File: src/rtl/iksl_pkg.sv
`default_nettype none
// ---------------------------------------------------------------------------
// iksl_pkg
// Shared types and codes for the keyed slot table: request and status codes,
// controller states and the command and status bundles between the
// controller and the datapath.
// ---------------------------------------------------------------------------
package iksl_pkg;

    localparam int KEY_W    = 64;
    localparam int FUNC_W   = 2;
    localparam int STATUS_W = 3;
    localparam int IDX_W    = 6;
    localparam int PORT_PAY_W = 32;
    localparam int FILL_OUT_W = 7;
    localparam int CAP_W    = 7;
    localparam logic [CAP_W-1:0] CAP_RESET = 7'd64;

    typedef enum logic [FUNC_W-1:0] {
        FN_ADD    = 2'd0,
        FN_LOOKUP = 2'd1,
        FN_DELETE = 2'd2,
        FN_READ   = 2'd3
    } t_func;

    typedef enum logic [STATUS_W-1:0] {
        ST_OK      = 3'd0,
        ST_DUP     = 3'd1,
        ST_FULL    = 3'd2,
        ST_MISSING = 3'd3,
        ST_RANGE   = 3'd4
    } t_status;

    typedef enum logic [1:0] {
        S_IDLE  = 2'd0,
        S_SCAN  = 2'd1,
        S_RDREQ = 2'd2,
        S_RDFIN = 2'd3
    } t_state;

    typedef struct packed {
        logic load_req;
        logic scan_step;
        logic finish_scan;
        logic read_issue;
        logic finish_read;
    } t_dp_cmd;

    typedef struct packed {
        logic scan_end;
    } t_dp_stat;

endpackage
`default_nettype wire

File: src/rtl/iksl_ctrl.sv
`default_nettype none
// ---------------------------------------------------------------------------
// iksl_ctrl
// Sequencer for the keyed slot table. Accepts a request, steps the datapath
// through its slot scan or slot read and tells it when to finish.
// ---------------------------------------------------------------------------
module iksl_ctrl (
    input  wire logic                   i_clk,
    input  wire logic                   i_rst_n,
    input  wire logic                   start,
    input  wire logic [iksl_pkg::FUNC_W-1:0] i_func,
    input  wire iksl_pkg::t_dp_stat     i_stat,
    output iksl_pkg::t_dp_cmd           o_cmd,
    output logic                        busy
);

    iksl_pkg::t_state r_state;
    iksl_pkg::t_state n_state;

    always_ff @(posedge i_clk) begin
        if (!i_rst_n) begin
            r_state <= iksl_pkg::S_IDLE;
        end else begin
            r_state <= n_state;
        end
    end

    always_comb begin
        n_state = r_state;
        o_cmd   = '0;
        busy    = 1'b1;
        case (r_state)
            iksl_pkg::S_IDLE: begin
                busy = 1'b0;
                if (start) begin
                    o_cmd.load_req = 1'b1;
                    if (i_func == iksl_pkg::FN_READ) begin
                        n_state = iksl_pkg::S_RDREQ;
                    end else begin
                        n_state = iksl_pkg::S_SCAN;
                    end
                end
            end
            iksl_pkg::S_SCAN: begin
                o_cmd.scan_step = 1'b1;
                if (i_stat.scan_end) begin
                    o_cmd.finish_scan = 1'b1;
                    n_state = iksl_pkg::S_IDLE;
                end
            end
            iksl_pkg::S_RDREQ: begin
                o_cmd.read_issue = 1'b1;
                n_state = iksl_pkg::S_RDFIN;
            end
            iksl_pkg::S_RDFIN: begin
                o_cmd.finish_read = 1'b1;
                n_state = iksl_pkg::S_IDLE;
            end
            default: begin
                n_state = iksl_pkg::S_IDLE;
            end
        endcase
    end

endmodule
`default_nettype wire

File: config.mk
export PLATFORM = sky130hd
export DESIGN_NAME = iksl_ctrl
export DESIGN_NICKNAME = d
export VERILOG_FILES = /design/src/rtl/iksl_pkg.sv /design/src/rtl/iksl_ctrl.sv
export SDC_FILE = /design/constraint.sdc
export NUM_CORES = 1
export LEC_CHECK = 0
export BUFFER_PORTS_ARGS = -buffer_cell sky130_fd_sc_hd__buf_2
export CORE_AREA = 2 2 39 41
export DETAILED_ROUTE_END_ITERATION = 8
export DIE_AREA = 0 0 41 43
export GPL_TIMING_DRIVEN = 1
export HOLD_SLACK_MARGIN = 0.1
export MAX_ROUTING_LAYER = met4
export PLACE_DENSITY = 0.3
export SETUP_SLACK_MARGIN = 0.2
export SLEW_MARGIN = 20
export SYNTH_ARGS = -nofsm -noshare
export SYNTH_HDL_FRONTEND = slang
export SYNTH_SLANG_ARGS = --single-unit
File: constraint.sdc
create_clock -name i_clk -period 2.5 [get_ports i_clk]
set_clock_uncertainty 0.1 [all_clocks]
set_input_delay 0.125 -clock i_clk [delete_from_list [all_inputs] [get_ports i_clk]]
set_output_delay 0.125 -clock i_clk [all_outputs]
set_load 0.05 [all_outputs]
==> flow_metrics.py, run 1 <==
metrics = {
    "run_status": {
        "status": "complete, no violations",
    },
    "timing": {
        "tightestPinTransition_ns": 0.251,
        "rsz0062_at_grt": "no",
        "setup_tns_ns": 0,
        "timing.fmax_ghz": 0.715,
        "max-slew-margin-rel_pct": 83.4,
        "setup_viol": 0,
        "holdWs_ns": 0.126,
        "hold_violations": 0,
        "slew_viol_final": 0,
        "fin_crit_ns": 1.40,
        "min_period_over_period_pct": 56.0,
    },
    "hold_path": {
        "worstHoldPathType": "in2reg",
        "whs_endpoint": "r_state[0]",
        "whs_path_depth": 3,
        "min_from": "i_stat",
    },
    "clock_tree": {
        "ctsHoldBuffers": 1,
        "ctsLongestPathBuffers": 2,
        "cts-htree-levels": 1,
        "path_clk_slew_ns": 0.03,
        "post_cts.repair.setup_buffers": 0,
        "insertion_delay_ns": 0.22,
        "clock-root-buffer": "clkbuf_4",
        "clkSinkCount": 2,
        "cts_buffers": 3,
        "cts-resized-gates": 0,
        "cts_tree": "yes",
    },
    "die": {
        "rows": 14,
        "die_y_um": 43,
        "initial_core_util_pct": 8.77,
        "io_pins": 12,
        "die_w_um": 41,
        "die_area_um2": 1760,
        "fp.coreArea_um2": 1380,
    },
    "synthesis": {
        "syn_area_um2": 121,
        "syn_inst": 14,
        "yosysWarnings": 0,
        "ys_types": 13,
        "synth.avg_cell_area_um2": 8.67,
        "ys_seq_elements": 2,
        "yosysSeqAreaShare_pct": 33.0,
        "synth.net_count": 20,
    },
    "critical_path": {
        "path_class": "reg2out",
        "required_ns": 2.28,
        "r2r_start": "r_state[0]",
        "worstRegToRegCells": 2,
        "r2r_setup_slack_ns": 1.46,
        "crit_path_start_kind": "flip-flop",
        "crit_arrival_ns": 1.17,
        "path_max_fanout": 6,
        "end_kind": "output port",
        "r2r_end": "r_state[0]",
    },
    "grt": {
        "antenna_found_initial": 0,
        "grt_start_max_net_pins": 7,
        "grt_pass1_wl_um": 565,
        "track_usage_pct": 5.54,
        "overflow": 0,
        "grt_pass1_vias": 145,
    },
    "placement": {
        "gp_congestion": 0.616,
        "dpl-instance-area_um2": 196,
        "portBuffers": 11,
        "dp_hpwl_um": 304,
    },
    "drt": {
        "routed_wl_um": 396,
        "drc": 0,
        "wire_per_inst_um": 8.80,
        "vias": 158,
        "drt_iter0_markers": 4,
        "ant_nets": 0,
        "viasPerCell": 3.51,
        "firstDrtPassIters": 4,
    },
    "finish": {
        "antennaDiodeCount": 0,
        "syn_to_final_growth_pct": 88.7,
        "regMostFlops": "r_state",
        "fin_area_um2": 229,
        "layout_commonest_cell": "buf_2",
        "final_util_pct": 16.5,
        "largest_reg_flops": 2,
        "mostFrequentLayoutCells": "buf_2, clkbuf_4, dfxtp_1",
        "nNetsFinal": 37,
        "reg_top3": "r_state x2",
        "drive_gt1_share_pct": 58.6,
    },
    "run": {
        "drv_cap": 0,
    },
    "pwr": {
        "power_density_nw_per_um2": 700,
        "finalPower_uw": 160,
        "p_leak_nw": 0.128,
        "vdd_ir_drop_max_v": 0.000128,
    },
}
-- power breakdown --
group | internal [mW] | switching [mW] | leakage, nW
clock network | 0.0529 | 0.0180 | 0.0138
registers | 0.0346 | 0.00297 | 0.0165
logic | 0.0164 | 0.0354 | 0.0974
total | 0.104 | 0.0564 | 0.128
-- kinds of logic after synthesis --
family          Yosys count  share of synthesized area, %
simple gates              7                          40.2
compound gates            4                          23.7
flops                     2                          33.0
buf+inv                   1                          3.09
-- area by class of cell --
| class | instances | area [um^2] |
|---|---|---|
| Multi-Input combinational cell | 11 | 77.6 |
| Sequential cell | 2 | 40.0 |
| Inverter | 1 | 3.75 |
| Tap cell | 16 | 20.0 |
| Fill cell | 165 | 1150 |
| Clock buffer | 3 | 22.5 |
| Timing Repair Buffer | 12 | 65.1 |
-- critical path: stages (launching register included) --
cell and delay [ns]:
dfxtp_1 0.33, or2_4 0.27, nor2_1 0.08, buf_2 0.26
-- Yosys cell counts, drive strengths merged --
| cell type | count | area share (%) |
|---|---|---|
| a31oi | 1 | 5.2 |
| o211a | 1 | 8.2 |
| dfxtp | 2 | 33 |
| nor2b | 1 | 5.2 |
| nor2 | 1 | 3.1 |
| inv | 1 | 3.1 |
| a21boi | 1 | 6.2 |
| nor3b | 1 | 6.2 |
| and2b | 1 | 7.2 |
| or2 | 1 | 7.2 |
| o21ai | 1 | 4.1 |
| and2 | 2 | 11 |
-- routing by layer --
layer	track usage (%)	vias to the layer above	wire (um)
li1	-	79	-
met1	6.71	65	199
met2	5.31	14	127
met3	2.09	0	69
met4	8.00	0	0
met5	-	-	0
-- worst max path at each step --
stage          startpoint  endpoint  slack (ns)  cells after the start
2_1_floorplan  r_state[0]  o_cmd[2]        0.62                      2
3_3_place_gp   r_state[0]  o_cmd[4]        1.35                      3
3_5_place_dp   r_state[0]  o_cmd[4]        1.34                      3
4_1_cts        r_state[0]  o_cmd[4]        1.09                      3
5_1_grt        r_state[0]  o_cmd[2]        1.02                      3
6_report       r_state[0]  o_cmd[4]        1.10                      3
-- metrics by stage --
step | cells | worst slack (ns)
after global placement | 41 | 1.35
final | 45 | 1.10
after detailed placement | 41 | 1.34
after global routing | 45 | 1.02
after floorplan | 14 | 0.625
after CTS | 45 | 1.09
Note: power is estimated with default switching activity, not from simulation.
==> run 2, diff against run 1 <==
==> constraint.sdc (replaced) <==
create_clock -name i_clk -period 1.3 [get_ports i_clk]
set_clock_uncertainty 0.1 [all_clocks]
set_input_delay 0.065 -clock i_clk [delete_from_list [all_inputs] [get_ports i_clk]]
set_output_delay 0.065 -clock i_clk [all_outputs]
set_load 0.05 [all_outputs]
==> run 2 against run 1 <==
Non-clock buffer count grew 5. Design area grew 49%. Cell count grew 11%. Critical path type unchanged. Largest cell class is now non-clock buffers. Highest routed layer is now met4.
==> flow_metrics.py, run 2 (synthesis results as in run 1) <==
metrics = {
    "run_status": {
        "status": "complete, no violations",
    },
    "timing": {
        "slew_viol_final": 0,
        "min_period_over_period_pct": 95.1,
        "rsz0062_at_grt": "yes",
        "holdWs_ns": 0.184,
        "fin_crit_ns": 1.24,
        "tightestPinTransition_ns": 0.250,
        "setup_viol": 0,
        "max-slew-margin-rel_pct": 83.4,
        "hold_violations": 0,
        "timing.fmax_ghz": 0.809,
        "setup_tns_ns": 0,
    },
    "placement": {
        "gp_congestion": 0.574,
        "dp_hpwl_um": 259,
        "placed_cells": 41,
        "portBuffers": 11,
    },
    "finish": {
        "regMostFlops": "r_state",
        "syn_to_final_growth_pct": 181,
        "mostFrequentLayoutCells": "buf_2, dlygate4sd3_1, clkbuf_4, buf_8, buf_6",
        "largest_reg_flops": 2,
        "reg_top3": "r_state x2",
        "nFillCells": 156,
        "antennaDiodeCount": 0,
        "drive_gt1_share_pct": 67.6,
        "stdcell_count": 50,
        "layout_commonest_cell": "buf_2",
        "final_util_pct": 24.7,
        "nNetsFinal": 42,
    },
    "grt": {
        "antenna_found_initial": 0,
        "grt_pass1_wl_um": 690,
        "track_usage_pct": 6.77,
        "grt_start_max_net_pins": 7,
        "grt_pass1_vias": 158,
        "overflow": 0,
    },
    "pwr": {
        "p_leak_nw": 0.165,
        "power_density_nw_per_um2": 1060,
        "finalPower_uw": 363,
        "vdd_ir_drop_max_v": 0.000299,
    },
    "critical_path": {
        "cp_top_family": "flip-flops",
        "path_cells": "or2_4 -> nor2_4 -> buf_8",
        "r2r_end": "r_state[0]",
        "r2r_start": "r_state[1]",
        "worstRegToRegCells": 3,
        "max_stage_delay_ns": 0.35,
        "required_ns": 1.13,
        "r2r_setup_slack_ns": 0.14,
        "critPathBufInv": 1,
        "path_class": "reg2out",
        "end_kind": "output port",
        "crit_arrival_ns": 1.07,
        "crit_path_start_kind": "flip-flop",
        "path_max_fanout": 6,
        "crit_slowest_cell": "dfxtp_4",
    },
    "clock_tree": {
        "insertion_delay_ns": 0.23,
        "clkSinkCount": 2,
        "path_clk_slew_ns": 0.03,
        "clock-root-buffer": "clkbuf_4",
        "ctsLongestPathBuffers": 2,
        "cts_buffers": 3,
        "cts-htree-levels": 1,
        "cts_tree": "yes",
    },
    "hold_path": {
        "worstHoldPathType": "in2reg",
        "whs_endpoint": "r_state[0]",
        "min_from": "start",
        "whs_path_depth": 3,
    },
    "drt": {
        "drt_iter0_markers": 3,
        "routed_wl_um": 410,
        "viasPerCell": 3.52,
        "drc": 0,
        "firstDrtPassIters": 4,
        "vias": 176,
        "wire_per_inst_um": 8.20,
        "ant_nets": 0,
    },
    "die": {
        "die_area_um2": 1760,
        "rows": 14,
        "io_pins": 12,
        "fp.coreArea_um2": 1380,
        "die_y_um": 43,
        "initial_core_util_pct": 8.77,
        "die_w_um": 41,
    },
    "run": {
        "drv_cap": 0,
    },
}
==> run 2: cell count changes in the layout (fill, tap and decap cells not counted), sizes merged <==
cell,change
dlygate4sd3,+4
buf,+1
==> run 2: power by group <==
| group | internal [mW] | switching [mW] |
|---|---|---|
| logic | 0.0685 | 0.0768 |
| registers | 0.0662 | 0.00622 |
| clock network | 0.102 | 0.0423 |
| total | 0.237 | 0.125 |
==> run 2: worst max-delay path by stage <==
stage	from	endpoint	cells past startpoint
4_1_cts	r_state[1]	o_cmd[4]	3
5_1_grt	r_state[1]	o_cmd[4]	3
2_1_floorplan	r_state[0]	o_cmd[2]	2
6_report	r_state[1]	o_cmd[4]	3
3_5_place_dp	r_state[1]	o_cmd[4]	3
3_3_place_gp	r_state[1]	o_cmd[4]	3
==> run 2: through the flow <==
step / worst slack [ns] / area, um^2
final: 0.0638 / 342
after detailed placement: 0.174 / 216
after global routing: 0.0221 / 342
after CTS: 0.0513 / 330
after floorplan: 0.162 / 141
after global placement: 0.177 / 216
==> run 2: repair_timing <==
action	4_1_cts	5_1_grt
buffers inserted	1	0
gates cloned	0	0
gates resized for setup	11	3
endpoints found under the setup margin	6	7
hold buffers	5	0
hold endpoints to repair	2	0
pin swaps	2	0
==> run 2: metal layers <==
metal / GRT usage (%) / up-vias / wire (um)
li1: - / 90 / -
met1: 6.37 / 74 / 147
met2: 8.75 / 10 / 198
met3: 6.28 / 2 / 51
met4: 4.00 / 0 / 12
met5: - / - / 0
==> run 2: worst min-delay path, stage by stage <==
cell	delay, ns
buf_2	0.09
a21boi_0	0.18
o211a_1	0.14
==> run 2: final cells by class <==
cell class | instances | area (um^2) | area share (%)
Timing Repair Buffer | 17 | 155 | 45.4
Multi-Input combinational cell | 11 | 95.1 | 27.8
Sequential cell | 2 | 45.0 | 13.2
Clock buffer | 3 | 22.5 | 6.59
Tap cell | 16 | 20.0 | 5.86
Inverter | 1 | 3.75 | 1.10
==> run 3, diff against run 2 <==
--- a/config.mk
+++ b/config.mk
@@ -5,7 +5,9 @@
 export SDC_FILE = /design/constraint.sdc
 export NUM_CORES = 1
 export LEC_CHECK = 0
+export ABC_AREA = 1
 export BUFFER_PORTS_ARGS = -buffer_cell sky130_fd_sc_hd__buf_2
+export CAP_MARGIN = 5
 export CORE_AREA = 2 2 39 41
 export DETAILED_ROUTE_END_ITERATION = 8
 export DIE_AREA = 0 0 41 43
@@ -14,6 +16,7 @@
 export MAX_ROUTING_LAYER = met4
 export PLACE_DENSITY = 0.3
 export SETUP_SLACK_MARGIN = 0.2
+export SKIP_LAST_GASP = 1
 export SLEW_MARGIN = 20
 export SYNTH_ARGS = -nofsm -noshare
 export SYNTH_HDL_FRONTEND = slang
==> run 3 against run 2 <==
Design area grew 8.1%. Sequential power shrank 0.8%. Die area stayed put. Setup slack improved by 0.12 ns. Total power down 3.5%. Largest cell class unchanged.
==> flow_metrics.py, run 3 <==
metrics = {
    "synthesis": {
        "yosysTopAreaCellShare_pct": 31.1,
        "synth_ff_type": "dfxtp_1",
        "synth.net_count": 29,
        "syn_area_um2": 129,
        "yosysWarnings": 0,
        "ys_seq_elements": 2,
        "synthTopCellsByArea": "dfxtp_1, inv_1, nand2_1, nand3_1, nor2_1",
        "synth.largest_area_cell": "dfxtp_1",
        "yosysMostFrequentCell": "inv_1",
        "synth.avg_cell_area_um2": 5.60,
        "ys_types": 9,
        "yosysSeqAreaShare_pct": 31.1,
        "synthTopCellsByCount": "inv_1, nand2_1, nand3_1, nor2_1, dfxtp_1",
        "synth-edff-count": 0,
        "syn_inst": 23,
        "async_reset_ff_share_pct": 0,
    },
    "pwr": {
        "power_density_nw_per_um2": 947,
        "pwr-share-seq_pct": 20.5,
        "pwr-share-clk_pct": 39.1,
        "power.net_switching_uw": 121,
        "vdd_ir_drop_max_v": 0.000252,
        "p_leak_nw": 0.194,
        "p_sw_share_pct": 34.7,
        "power.share.combinational_pct": 40.3,
        "finalPower_uw": 350,
        "intPower_uw": 228,
    },
    "drt": {
        "ant_nets": 0,
        "viasPerCell": 3.45,
        "wire_per_inst_um": 7.93,
        "drt_iter0_markers": 2,
        "drc": 0,
        "vias": 207,
        "routed_wl_um": 476,
        "firstDrtPassIters": 2,
    },
    "finish": {
        "stdcell_count": 60,
        "regMostFlops": "r_state",
        "fin_area_um2": 369,
        "syn_to_final_growth_pct": 186,
        "antennaDiodeCount": 0,
        "largest_reg_flops": 2,
        "final_util_pct": 26.7,
        "drive_gt1_share_pct": 52.3,
        "reg_top3": "r_state x2",
        "nNetsFinal": 52,
        "mostFrequentLayoutCells": "inv_1, dlygate4sd3_1, buf_2, buf_6, nand2_1",
    },
    "grt": {
        "overflow": 0,
        "antenna_found_initial": 0,
        "track_usage_pct": 7.29,
        "grt_pass1_wl_um": 786,
        "grt_pass1_vias": 181,
        "grt_start_max_net_pins": 8,
    },
    "timing": {
        "setup_viol": 0,
        "setup_tns_ns": 0,
        "holdWs_ns": 0.177,
        "min_period_over_period_pct": 85.8,
        "timing.fmax_ghz": 0.896,
        "max-slew-margin-rel_pct": 90.3,
        "rsz0062_at_grt": "yes",
        "slew_viol_final": 0,
        "hold_violations": 0,
        "fin_crit_ns": 1.12,
        "tightestPinTransition_ns": 0.145,
        "worst_slack_ns": 0.184,
    },
    "critical_path": {
        "r2r_setup_slack_ns": 0.30,
        "crit_path_start_kind": "flip-flop",
        "end_kind": "output port",
        "required_ns": 1.13,
        "path_max_fanout": 7,
        "crit_arrival_ns": 0.95,
        "path_class": "reg2out",
    },
    "die": {
        "die_area_um2": 1760,
        "fp.coreArea_um2": 1380,
        "die_w_um": 41,
        "initial_core_util_pct": 9.31,
        "rows": 14,
        "io_pins": 12,
        "die_y_um": 43,
    },
    "placement": {
        "dpl-instance-area_um2": 219,
        "dp_hpwl_um": 328,
        "portBuffers": 11,
        "placed_cells": 50,
        "dp_slack_ns": 0.209,
        "gp_congestion": 0.557,
    },
    "clock_tree": {
        "insertion_delay_ns": 0.22,
        "clkSinkCount": 2,
        "cts_tree": "yes",
        "ctsLongestPathBuffers": 2,
        "cts_buffers": 3,
        "path_clk_slew_ns": 0.03,
        "cts-htree-levels": 1,
        "clock-root-buffer": "clkbuf_4",
    },
    "run": {
        "drv_cap": 0,
    },
    "hold_path": {
        "worstHoldPathType": "in2reg",
    },
    "run_status": {
        "status": "complete, no violations",
    },
}
## run 3: critical path, stage by stage, from the launching register on
cell and delay, ns:
dfxtp_4 0.37, nor3_4 0.18, buf_6 0.18
## run 3: final cells by class
class / count / area (um^2)
Sequential cell: 2 / 45.0
Clock buffer: 3 / 22.5
Fill cell: 159 / 1010
Multi-Input combinational cell: 14 / 88.8
Inverter: 7 / 31.3
Tap cell: 16 / 20.0
Timing Repair Buffer: 18 / 161
## run 3: cells by family after synthesis
group                  synth area share (%)
AO/OA/AOI/OAI                          9.71
buffers and inverters                  20.4
flip-flops                             31.1
AND/OR/NAND/NOR                        38.8
## run 3: repair_timing
action                                  CTS  global route
endpoints found under the setup margin    6             6
pin swaps                                 3             0
buffers inserted                          1             1
hold endpoints to repair                  2             0
hold buffers                              5             0
gates resized for setup                  18             3
## run 3: worst paths after layout
kind,endpoint,from,depth (start not counted)
max,o_cmd[2],r_state[1],2
min reg2reg,r_state[1],r_state[1],2
max reg2reg,r_state[1],r_state[0],5
min,r_state[0],i_stat,6
## run 3: metal layers
layer  part of all wire (%)  GRT usage (%)  wire length [um]
met1                     47           9.58               223
met4                      0           6.00                 0
met2                     37           7.19               178
met5                      0              -                 0
met3                     16           4.71                74
## run 3: power by group through the flow
| stage | clock network [mW] | logic (mW) | registers (mW) |
|---|---|---|---|
| final | 0.137 | 0.141 | 0.0718 |
| after global routing | 0.159 | 0.152 | 0.0723 |
| after CTS | 0.145 | 0.130 | 0.0718 |
| after detailed placement | 0 | 0.0965 | 0.0709 |
| after global placement | 0 | 0.0978 | 0.0708 |
| after floorplan | 0 | 0.0724 | 0.0700 |
